<file path="src/delta_run_length_encoder_core_defines.svh">
// Assertion macros for the delta run-length encoder core.
// No dependencies; included by the top level only.
`ifndef DELTA_RUN_LENGTH_ENCODER_CORE_DEFINES_SVH
`define DELTA_RUN_LENGTH_ENCODER_CORE_DEFINES_SVH

// Same-cycle implication, sampled on clk, off while rst_n is low.
`define DRE_ASSERT_IMPLY(name, trig, cond) \
    name: assert property (@(posedge clk) disable iff (!rst_n) (trig) |-> (cond)) \
        else $error("dre check failed: same-cycle implication");

// Next-cycle implication, sampled on clk, off while rst_n is low.
`define DRE_ASSERT_NEXT(name, trig, cond) \
    name: assert property (@(posedge clk) disable iff (!rst_n) (trig) |=> (cond)) \
        else $error("dre check failed: next-cycle implication");

`endif

</file>
<file path="src/dre_pkg.sv">
// Shared types, constants and byte formatting functions of the delta run-length encoder.
// No dependencies; used by dre_front, dre_queue, dre_back and the top level.
`timescale 1ns / 1ps

package dre_pkg;

    localparam logic [16:0] RUN_COUNT_MAX = 17'h1ffff;
    localparam logic [31:0] STEP_LIMIT    = 32'd67;
    localparam logic [31:0] STEP_RUN_MAX  = 32'd7;
    localparam logic [31:0] STEP_BIAS     = 32'd3;

    localparam logic [7:0] TAG_DELTA = 8'h80;
    localparam logic [7:0] TAG_RUN8  = 8'hc0;
    localparam logic [7:0] TAG_RUN16 = 8'he0;
    localparam logic [7:0] TAG_RUN32 = 8'hf0;
    localparam logic [7:0] TAG_END   = 8'hff;

    // Segment order inside one command
    localparam logic [1:0] PH_RUN1 = 2'd0;
    localparam logic [1:0] PH_MID  = 2'd1;
    localparam logic [1:0] PH_RUN2 = 2'd2;
    localparam logic [1:0] PH_LIT2 = 2'd3;

    typedef enum logic [1:0] {
        MID_NONE,
        MID_BYTE,
        MID_LIT
    } mid_kind_t;

    // One command: everything a single request turns into
    typedef struct packed {
        logic        run1_en;
        logic [16:0] run1_cnt;   // run length minus one
        logic [2:0]  run1_step;
        mid_kind_t   mid_kind;
        logic [7:0]  mid_byte;
        logic [63:0] lit1_val;
        logic        run2_en;
        logic [16:0] run2_cnt;   // run length minus one
        logic [2:0]  run2_step;
        logic        lit2_en;
        logic [63:0] lit2_val;
        logic        wide;       // 8-byte literals
    } cmd_t;

    typedef struct packed {
        logic       full;
        logic [1:0] level;
    } queue_status_t;

    typedef struct packed {
        logic busy;
    } back_status_t;

    function automatic logic [3:0] run_len(input logic [16:0] c);
        logic [3:0] len;
        if (c < 17'd16) begin
            len = 4'd1;
        end else if (c < 17'd256) begin
            len = 4'd2;
        end else if (c < 17'd65536) begin
            len = 4'd3;
        end else begin
            len = 4'd5;
        end
        return len;
    endfunction

    function automatic logic [7:0] run_byte(input logic [16:0] c, input logic [2:0] step,
                                            input logic [3:0] idx);
        logic [7:0] b;
        if (c < 17'd16) begin
            b = {c[4:0], step};
        end else if (c < 17'd256) begin
            b = (idx == 4'd0) ? c[7:0] : (TAG_RUN8 | {5'd0, step});
        end else if (c < 17'd65536) begin
            case (idx)
                4'd0:    b = c[7:0];
                4'd1:    b = c[15:8];
                default: b = TAG_RUN16 | {5'd0, step};
            endcase
        end else begin
            case (idx)
                4'd0:    b = c[7:0];
                4'd1:    b = c[15:8];
                4'd2:    b = {7'd0, c[16]};
                4'd3:    b = 8'd0;
                default: b = TAG_RUN32 | {5'd0, step};
            endcase
        end
        return b;
    endfunction

    function automatic logic [3:0] lit_len(input logic wide);
        return wide ? 4'd9 : 4'd5;
    endfunction

    function automatic logic [7:0] lit_byte(input logic [63:0] val, input logic wide,
                                            input logic [3:0] idx);
        logic [7:0] b;
        if (idx < (wide ? 4'd8 : 4'd4)) begin
            b = val[idx[2:0] * 8 +: 8];
        end else begin
            b = TAG_END;
        end
        return b;
    endfunction

endpackage

</file>
<file path="src/dre_front.sv">
// Front end of the delta run-length encoder: accepts values, holds line state, builds commands.
// Depends on dre_pkg.
`timescale 1ns / 1ps

module dre_front (
    input  logic           clk,
    input  logic           rst_n,
    input  logic           in_valid,
    output logic           in_ready,
    input  logic [63:0]    sample_value,
    input  logic           line_last,
    input  logic           value_mode,
    input  logic           q_full,
    output logic           push,
    output dre_pkg::cmd_t  push_cmd
);

    logic [63:0] prev_reg, prev_next;
    logic        have_prev_reg, have_prev_next;
    logic [2:0]  run_step_reg, run_step_next;
    logic [16:0] run_count_reg, run_count_next;

    logic        accept;
    logic        present;
    logic        pairable;
    logic [31:0] diff;
    logic [31:0] step_ofs;
    logic        in_range;
    logic        is_run;
    logic [63:0] prev_mid;
    logic        have_prev_mid;
    logic [2:0]  step_mid;
    logic [16:0] count_mid;
    dre_pkg::cmd_t cmd;

    assign in_ready = !q_full;
    assign accept   = in_valid && in_ready;

    always_comb
    begin
        present  = value_mode ? (|sample_value[63:32]) : (|sample_value[31:0]);
        pairable = !value_mode || (prev_reg[31:0] == sample_value[31:0]);
        diff     = value_mode ? (prev_reg[63:32] - sample_value[63:32])
                              : (prev_reg[31:0] - sample_value[31:0]);
        // Biased step wraps so that exactly the steps 0..66 land below the limit
        step_ofs = diff + dre_pkg::STEP_BIAS;
        in_range = step_ofs < dre_pkg::STEP_LIMIT;
        is_run   = step_ofs <= dre_pkg::STEP_RUN_MAX;

        cmd           = '0;
        cmd.mid_kind  = dre_pkg::MID_NONE;
        cmd.run1_cnt  = run_count_reg - 17'd1;
        cmd.run1_step = run_step_reg;
        cmd.lit1_val  = prev_reg;
        cmd.wide      = value_mode;

        prev_mid      = prev_reg;
        have_prev_mid = have_prev_reg;
        step_mid      = run_step_reg;
        count_mid     = run_count_reg;

        if (present) begin
            if (have_prev_reg) begin
                if (pairable && in_range) begin
                    if (is_run) begin
                        if ((run_count_reg != 17'd0) && (run_step_reg == step_ofs[2:0]) &&
                            (run_count_reg != dre_pkg::RUN_COUNT_MAX)) begin
                            count_mid = run_count_reg + 17'd1;
                        end else begin
                            cmd.run1_en = run_count_reg != 17'd0;
                            step_mid    = step_ofs[2:0];
                            count_mid   = 17'd1;
                        end
                    end else begin
                        cmd.run1_en  = run_count_reg != 17'd0;
                        cmd.mid_kind = dre_pkg::MID_BYTE;
                        cmd.mid_byte = dre_pkg::TAG_DELTA | {2'd0, diff[5:0]};
                        step_mid     = 3'd0;
                        count_mid    = 17'd0;
                    end
                end else begin
                    cmd.run1_en  = run_count_reg != 17'd0;
                    cmd.mid_kind = dre_pkg::MID_LIT;
                    step_mid     = 3'd0;
                    count_mid    = 17'd0;
                end
            end
            prev_mid      = sample_value;
            have_prev_mid = 1'b1;
        end

        cmd.run2_cnt  = count_mid - 17'd1;
        cmd.run2_step = step_mid;
        cmd.lit2_val  = prev_mid;

        prev_next      = prev_mid;
        have_prev_next = have_prev_mid;
        run_step_next  = step_mid;
        run_count_next = count_mid;

        if (line_last) begin
            if (have_prev_mid) begin
                cmd.run2_en = count_mid != 17'd0;
                cmd.lit2_en = 1'b1;
            end
            prev_next      = 64'd0;
            have_prev_next = 1'b0;
            run_step_next  = 3'd0;
            run_count_next = 17'd0;
        end
    end

    assign push     = accept && (cmd.run1_en || (cmd.mid_kind != dre_pkg::MID_NONE) ||
                                 cmd.run2_en || cmd.lit2_en);
    assign push_cmd = cmd;

    always_ff @(posedge clk or negedge rst_n)
    begin
        if (!rst_n) begin
            prev_reg      <= 64'd0;
            have_prev_reg <= 1'b0;
            run_step_reg  <= 3'd0;
            run_count_reg <= 17'd0;
        end else if (accept) begin
            prev_reg      <= prev_next;
            have_prev_reg <= have_prev_next;
            run_step_reg  <= run_step_next;
            run_count_reg <= run_count_next;
        end
    end

endmodule

</file>
<file path="src/dre_queue.sv">
// Two-entry command queue between the front end and the byte sequencer.
// Depends on dre_pkg.
`timescale 1ns / 1ps

module dre_queue (
    input  logic                   clk,
    input  logic                   rst_n,
    input  logic                   push,
    input  dre_pkg::cmd_t          push_cmd,
    input  logic                   pop,
    output logic                   q_valid,
    output dre_pkg::cmd_t          q_cmd,
    output dre_pkg::queue_status_t status
);

    dre_pkg::cmd_t entry_reg [2];
    logic       wr_ptr_reg, wr_ptr_next;
    logic       rd_ptr_reg, rd_ptr_next;
    logic [1:0] level_reg, level_next;

    assign q_valid      = level_reg != 2'd0;
    assign q_cmd        = entry_reg[rd_ptr_reg];
    assign status.full  = level_reg == 2'd2;
    assign status.level = level_reg;

    always_comb
    begin
        wr_ptr_next = push ? !wr_ptr_reg : wr_ptr_reg;
        rd_ptr_next = pop ? !rd_ptr_reg : rd_ptr_reg;
        level_next  = level_reg + {1'b0, push} - {1'b0, pop};
    end

    always_ff @(posedge clk or negedge rst_n)
    begin
        if (!rst_n) begin
            wr_ptr_reg <= 1'b0;
            rd_ptr_reg <= 1'b0;
            level_reg  <= 2'd0;
        end else begin
            wr_ptr_reg <= wr_ptr_next;
            rd_ptr_reg <= rd_ptr_next;
            level_reg  <= level_next;
        end
    end

    always_ff @(posedge clk)
    begin
        if (push) begin
            entry_reg[wr_ptr_reg] <= push_cmd;
        end
    end

endmodule

</file>
<file path="src/dre_back.sv">
// Byte sequencer of the delta run-length encoder: walks one command a byte per cycle
// when out_ready allows. Depends on dre_pkg; holds the core's output register.
`timescale 1ns / 1ps

module dre_back (
    input  logic                  clk,
    input  logic                  rst_n,
    input  logic                  q_valid,
    input  dre_pkg::cmd_t         q_cmd,
    output logic                  q_pop,
    output logic                  out_valid,
    input  logic                  out_ready,
    output logic [7:0]            code_byte,
    output logic                  burst_last,
    output logic                  line_done,
    output dre_pkg::back_status_t status
);

    dre_pkg::cmd_t cur_reg;
    logic       busy_reg, busy_next;
    logic [1:0] phase_reg, phase_next;
    logic [3:0] idx_reg, idx_next;
    logic       out_valid_reg, out_valid_next;
    logic [7:0] code_byte_reg;
    logic       burst_last_reg;
    logic       line_done_reg;

    logic [3:0] en_cur;
    logic [3:0] en_new;
    logic [3:0] seg_len;
    logic [7:0] seg_byte;
    logic       last_in_seg;
    logic       later_found;
    logic [1:0] later_phase;
    logic [1:0] first_phase;
    logic       cmd_end;
    logic       adv;

    always_comb
    begin
        en_cur = {cur_reg.lit2_en, cur_reg.run2_en,
                  cur_reg.mid_kind != dre_pkg::MID_NONE, cur_reg.run1_en};
        en_new = {q_cmd.lit2_en, q_cmd.run2_en,
                  q_cmd.mid_kind != dre_pkg::MID_NONE, q_cmd.run1_en};

        case (phase_reg)
            dre_pkg::PH_RUN1:
            begin
                seg_len  = dre_pkg::run_len(cur_reg.run1_cnt);
                seg_byte = dre_pkg::run_byte(cur_reg.run1_cnt, cur_reg.run1_step, idx_reg);
            end
            dre_pkg::PH_MID:
            begin
                if (cur_reg.mid_kind == dre_pkg::MID_LIT) begin
                    seg_len  = dre_pkg::lit_len(cur_reg.wide);
                    seg_byte = dre_pkg::lit_byte(cur_reg.lit1_val, cur_reg.wide, idx_reg);
                end else begin
                    seg_len  = 4'd1;
                    seg_byte = cur_reg.mid_byte;
                end
            end
            dre_pkg::PH_RUN2:
            begin
                seg_len  = dre_pkg::run_len(cur_reg.run2_cnt);
                seg_byte = dre_pkg::run_byte(cur_reg.run2_cnt, cur_reg.run2_step, idx_reg);
            end
            default:
            begin
                seg_len  = dre_pkg::lit_len(cur_reg.wide);
                seg_byte = dre_pkg::lit_byte(cur_reg.lit2_val, cur_reg.wide, idx_reg);
            end
        endcase

        last_in_seg = idx_reg == (seg_len - 4'd1);

        // Lowest enabled segment after the current one
        later_found = 1'b0;
        later_phase = phase_reg;
        for (int i = 3; i >= 0; i--) begin
            if (en_cur[i] && (2'(i) > phase_reg)) begin
                later_found = 1'b1;
                later_phase = 2'(i);
            end
        end

        first_phase = dre_pkg::PH_LIT2;
        for (int i = 3; i >= 0; i--) begin
            if (en_new[i]) begin
                first_phase = 2'(i);
            end
        end

        cmd_end = last_in_seg && !later_found;
        adv     = busy_reg && (!out_valid_reg || out_ready);
        q_pop   = q_valid && (!busy_reg || (adv && cmd_end));

        out_valid_next = adv ? 1'b1 : (out_ready ? 1'b0 : out_valid_reg);

        busy_next  = busy_reg;
        phase_next = phase_reg;
        idx_next   = idx_reg;
        if (q_pop) begin
            busy_next  = 1'b1;
            phase_next = first_phase;
            idx_next   = 4'd0;
        end else if (adv) begin
            if (cmd_end) begin
                busy_next = 1'b0;
            end else if (last_in_seg) begin
                phase_next = later_phase;
                idx_next   = 4'd0;
            end else begin
                idx_next = idx_reg + 4'd1;
            end
        end
    end

    always_ff @(posedge clk or negedge rst_n)
    begin
        if (!rst_n) begin
            busy_reg      <= 1'b0;
            phase_reg     <= dre_pkg::PH_RUN1;
            idx_reg       <= 4'd0;
            out_valid_reg <= 1'b0;
        end else begin
            busy_reg      <= busy_next;
            phase_reg     <= phase_next;
            idx_reg       <= idx_next;
            out_valid_reg <= out_valid_next;
        end
    end

    always_ff @(posedge clk)
    begin
        if (q_pop) begin
            cur_reg <= q_cmd;
        end
        if (adv) begin
            code_byte_reg  <= seg_byte;
            burst_last_reg <= cmd_end;
            line_done_reg  <= cmd_end && cur_reg.lit2_en;
        end
    end

    assign out_valid   = out_valid_reg;
    assign code_byte   = code_byte_reg;
    assign burst_last  = burst_last_reg;
    assign line_done   = line_done_reg;
    assign status.busy = busy_reg;

endmodule

</file>
<file path="src/delta_run_length_encoder_core.sv">
// Delta run-length encoder core. Takes one line of values, one request per cycle on the input
// channel, and returns the compressed line as a byte stream. A value is present when it is
// nonzero (value_mode 0: low 32 bits, 4-byte literals) or its high half is nonzero
// (value_mode 1: 8-byte literals, pairs also need equal low halves). Step = previous - current
// + 3; steps 0..7 gather into runs, 8..66 give one delta byte, anything else gives a literal
// of the previous value plus 0xff. line_last closes the line with a run flush and a final
// literal; burst_last marks the last byte of each input request and line_done the final 0xff
// of the line. Rate: the front end accepts one request every cycle while its two-entry command
// queue has room; the byte sequencer puts out one byte per cycle while out_ready does not stall
// it, and takes the next command as it puts out the last byte of the current one. A request
// yields 0 to 23 bytes. An accepted request is written into the queue at the accepting edge,
// then the sequencer loads it and the output register takes its first byte. The user must
// write value_mode only while the core is idle; the core itself does not enforce it.
`timescale 1ns / 1ps
`include "delta_run_length_encoder_core_defines.svh"

module delta_run_length_encoder_core (
    input  logic        clk,
    input  logic        rst_n,
    input  logic        in_valid,
    output logic        in_ready,
    input  logic [63:0] sample_value,
    input  logic        line_last,
    output logic        out_valid,
    input  logic        out_ready,
    output logic [7:0]  code_byte,
    output logic        burst_last,
    output logic        line_done,
    input  logic        cfg_write_en,
    input  logic        cfg_write_data
);

    // Configuration: mode of the values on the line
    logic value_mode_reg;

    // Front end to queue
    logic          push;
    dre_pkg::cmd_t push_cmd;

    // Queue to sequencer
    logic                   q_valid;
    logic                   q_pop;
    dre_pkg::cmd_t          q_cmd;
    dre_pkg::queue_status_t q_status;
    dre_pkg::back_status_t  back_status;

    // Hold the mode register; the user must write it only between lines, the core does not enforce it
    always_ff @(posedge clk or negedge rst_n)
    begin
        if (!rst_n) begin
            value_mode_reg <= 1'b0;
        end else if (cfg_write_en) begin
            value_mode_reg <= cfg_write_data;
        end
    end

    // Classify each value against the line state and turn it into at most one command
    dre_front u_front (
        .clk          (clk),
        .rst_n        (rst_n),
        .in_valid     (in_valid),
        .in_ready     (in_ready),
        .sample_value (sample_value),
        .line_last    (line_last),
        .value_mode   (value_mode_reg),
        .q_full       (q_status.full),
        .push         (push),
        .push_cmd     (push_cmd)
    );

    // Decouple the front end from bursts on the byte side
    dre_queue u_queue (
        .clk      (clk),
        .rst_n    (rst_n),
        .push     (push),
        .push_cmd (push_cmd),
        .pop      (q_pop),
        .q_valid  (q_valid),
        .q_cmd    (q_cmd),
        .status   (q_status)
    );

    // Advance through the command's segments, one byte per free output slot
    dre_back u_back (
        .clk        (clk),
        .rst_n      (rst_n),
        .q_valid    (q_valid),
        .q_cmd      (q_cmd),
        .q_pop      (q_pop),
        .out_valid  (out_valid),
        .out_ready  (out_ready),
        .code_byte  (code_byte),
        .burst_last (burst_last),
        .line_done  (line_done),
        .status     (back_status)
    );

    // The line's final byte always closes a request's burst
    `DRE_ASSERT_IMPLY(a_line_done_ends_burst, out_valid && line_done, burst_last)
    // The queue never holds more than its two entries
    `DRE_ASSERT_IMPLY(a_queue_bounded, 1'b1, q_status.level != 2'd3)
    // An idle sequencer picks up waiting work in the next cycle
    `DRE_ASSERT_NEXT(a_back_picks_up, q_valid && !back_status.busy, back_status.busy)

endmodule

</file>
<file path="config.mk">
export PLATFORM = sky130hd
export DESIGN_NAME = delta_run_length_encoder_core
export DESIGN_NICKNAME = d
export VERILOG_FILES = /design/src/dre_pkg.sv /design/src/dre_front.sv /design/src/dre_queue.sv /design/src/dre_back.sv /design/src/delta_run_length_encoder_core.sv
export VERILOG_INCLUDE_DIRS = /design/src /design/src/src
export SDC_FILE = /design/constraint.sdc
export NUM_CORES = 1
export LEC_CHECK = 0
export BUFFER_PORTS_ARGS = -buffer_cell sky130_fd_sc_hd__buf_2
export CAP_MARGIN = 20
export CORE_ASPECT_RATIO = 0.6
export CORE_MARGIN = 8
export CORE_UTILIZATION = 25
export DETAILED_ROUTE_END_ITERATION = 6
export PLACE_DENSITY_LB_ADDON = 0.15
export SYNTH_ARGS = -nofsm -noshare
export SYNTH_HDL_FRONTEND = slang
export SYNTH_SLANG_ARGS = --single-unit
</file>
<file path="constraint.sdc">
create_clock -name clk -period 13.05 [get_ports clk]
set_input_delay 1.9575 -clock clk [delete_from_list [all_inputs] [get_ports clk]]
set_output_delay 1.9575 -clock clk [all_outputs]
set_load 0.02 [all_outputs]
</file>
==> flow_metrics.tcl <==
set metrics [dict create \
    synth-seq-cells 647 \
    numCtsBuffers 69 \
    start_util_pct 25.18 \
    die_w_um 481.4 \
    layout_common_cells "549 x edfxtp_1, 250 x mux2_2, 174 x nand2_1" \
    synth_area_sq_mm 0.03249 \
    finalSetupViolCount 0 \
    worst_slew_pin_slew_ns 1.139 \
    wl_per_cell_um 26.72 \
    cp_data_arrival_time_ns 9.16 \
    synth_top_area_share_pct 50.75 \
    synth.distinct_cells 102 \
    yosysSeqAreaShare_pct 58.29 \
    synthMuxAreaShare_pct 12.04 \
    finalCriticalPeriod_ns 8.893 \
    cts_tree "built" \
    ios 83 \
    largest_reg_flops 360 \
    syn_to_final_growth_pct 14.26 \
    required_ns 13.32 \
    cts_resized 0 \
    fin_tns_setup_ns 0 \
    grt_max_degree 128 \
    seq_area_sq_mm 0.01895 \
    core.rowCount 102 \
    fmax_ghz 0.1124 \
    gp_congestion 0.8644 \
    cts-root-buf "clkbuf_16" \
    synthTopCellsByArea "edfxtp_1 51%, mux2_2 8.7%, dfrtp_1 7.5%, ha_1 2.9%, mux4_2 2.2%" \
    crit_fanout 63 \
    cts.sinks 647 \
    drt-initial-drc-count 2170 \
    multi_input_area_sq_mm 0.01267 \
    core_area_sq_mm 0.1290 \
    drt_pass1_iterations 7 \
    status "finished clean" \
    final_common_cell "edfxtp_1" \
    ir_worst_vdd_mv 0.09222 \
    port_buffers 82 \
    path_class "input pin to flop" \
    synth_compound_area_share_pct 11.19 \
    p_total_mw 7.914 \
    vias 21970 \
    synthSimpleGateAreaFrac_pct 10.36 \
    r2r-start "u_front.prev_reg[0]" \
    grt_first_pass_wirelength_mm 163.6 \
    relSlewSlack_pct 23.58 \
    rsz0062_at_grt "no" \
    htreeDepth 3 \
    critPathCaptureType "flop" \
    nets 2724 \
    avgSynthCellArea_sq_um 12.86 \
    dieArea_sq_mm 0.1421 \
    final_hold_viol_count 0 \
    antenna_found_initial 11 \
    synth.yosys.warnings 0 \
    post_cts_buffers 0 \
    async_flop_share_pct 15.15 \
    worstSetupStartpoint "sample_value[0]" \
    fin_crit_sh_pct 68.15 \
    gr-total-overflow 0 \
    yosys_most_used_dff "edfxtp_1" \
    synth_edf_count 549 \
    grt_pass1_vias 21298 \
    syn_inst 2527 \
    routed_via_density 5.053 \
    synthAdderAreaFrac_pct 3.050 \
    start_kind "input pin" \
    synth_top_family_by_area "multiplexers" \
    drv_cap 0 \
    hp-class "flop to flop" \
    hold_buffers 0 \
    drive_gt1_share_pct 21.22 \
    drc_errors 0 \
    p_per_area_mw_per_mm2 213.2 \
    cts.clk_slew.worst_paths_ns 0.06 \
    cts_buffer_depth 3 \
    yosysTopAreaCell "edfxtp_1" \
    dieHeight_um 295.2 \
    fillers 13063 \
    insertion_delay_ns 0.68 \
    synth_xor_area_share_pct 2.238 \
    ant_nets 0 \
    leakagePower_nw 12.99 \
    hp-start "u_front.prev_reg[32]" \
    drv_slew 0 \
    finalWirelength_mm 116.2 \
    grt.total_usage_pct 15.96 \
    hpwl_mm 83.97 \
    fin_worst_skew_ns 0.04642 \
    synth_nets 2676 \
]
stage by stage:
step | hold slack, ns | area (sq um) | cells | setup slack (ns) | util (%)
after floorplan | 0.4368 | 32490 | 2527 | 2.032 | -
after global placement | 0.4619 | 34780 | 4219 | 3.622 | 26.96
after detailed placement | 0.4681 | 34780 | 4219 | 3.641 | 26.96
after CTS | 0.4950 | 37100 | 4345 | 4.316 | 28.76
after global routing | 0.5002 | 37120 | 4347 | 3.814 | 28.77
final | 0.4971 | 37120 | 4348 | 4.157 | 28.77
Yosys cell counts, types with 8 or more instances:
| cell | count |
|---|---|
| o21ai_0 | 92 |
| inv_1 | 102 |
| a21o_1 | 11 |
| nor2_1 | 136 |
| o31ai_1 | 16 |
| a22o_1 | 72 |
| o21ai_1 | 15 |
| nand2b_1 | 27 |
| and3_1 | 11 |
| mux2i_1 | 36 |
| xor2_1 | 34 |
| a221oi_1 | 10 |
| edfxtp_1 | 549 |
| mux4_2 | 32 |
| o211ai_1 | 17 |
| xnor2_1 | 49 |
| or3_1 | 12 |
| buf_1 | 15 |
| a31oi_1 | 13 |
| nor4_1 | 41 |
| buf_2 | 18 |
| and2_1 | 22 |
| o21a_1 | 28 |
| o22ai_1 | 8 |
| ha_1 | 76 |
| clkbuf_1 | 97 |
| or2_2 | 12 |
| nand4_1 | 40 |
| a21oi_1 | 126 |
| nor2b_1 | 20 |
| mux2_2 | 250 |
| nor3_1 | 41 |
| a211oi_1 | 19 |
| nand3_1 | 45 |
| nand2_1 | 175 |
| dfrtp_1 | 98 |
cell families (layout without fill, tap and decap cells):
family,Yosys count,count (layout)
flip-flops,647,647
buffers and inverters,235,338
AO/OA/AOI/OAI,523,523
adder cells (fa/ha/maj),78,78
multiplexers,319,319
other,0,2
AND/OR/NAND/NOR,642,642
XOR/XNOR,83,83
worst max-delay path: stages:
cell      delay [ns]
buf_2           0.16
ha_1            0.26
fa_1            0.43
nand2b_1        0.20
a211oi_2        0.35
o211a_1         0.30
or3_1           0.23
xor2_1          0.69
a32oi_1         0.35
or4_1           0.63
nor3_1          0.22
nor3b_2         0.22
mux2i_1         0.13
nor2_2          0.32
nor4_4          0.13
nor2_1          0.17
nand2_1         0.10
a31oi_1         0.40
and2_4          0.78
buf_4           0.90
final timing paths:
path / endpoint / slack (ns) / depth (start not counted)
max: u_queue.entry_reg[1][44] / 4.16 / 20
min: u_queue.entry_reg[0][119] / 0.50 / 0
min in group asynchronous: u_front.prev_reg[3] / 1.31 / 1
max in group asynchronous: u_front.prev_reg[30] / 10.33 / 2
min reg2reg: u_queue.entry_reg[0][119] / 0.50 / 0
max reg2reg: u_queue.entry_reg[1][44] / 4.97 / 20
layout make-up:
class                   instances  area share, %
clock buffers                  93          4.948
multi-input cells            1645          34.12
flip-flops and latches        647          51.05
repair buffers                109          1.716
diodes                          2        0.01348
well taps                    1716          5.784
clock inverters                33          1.308
inverters                     103          1.062
per-layer routing:
layer | vias to the layer above | routed length [um] | track usage [%]
met4 | 0 | 1932 | 2.996
met5 | - | 0 | 0
met2 | 753 | 42490 | 19.83
li1 | 9791 | - | -
met1 | 11304 | 61670 | 26.01
met3 | 122 | 10090 | 5.116
where the power goes:
| part | switching, mW | total, mW | internal, mW |
|---|---|---|---|
| logic | 1.84 | 2.77 | 0.931 |
| registers | 0.265 | 3.08 | 2.81 |
| clock network | 0.870 | 2.07 | 1.20 |
| total | 2.97 | 7.91 | 4.94 |
(Power assumes the default switching activity.)
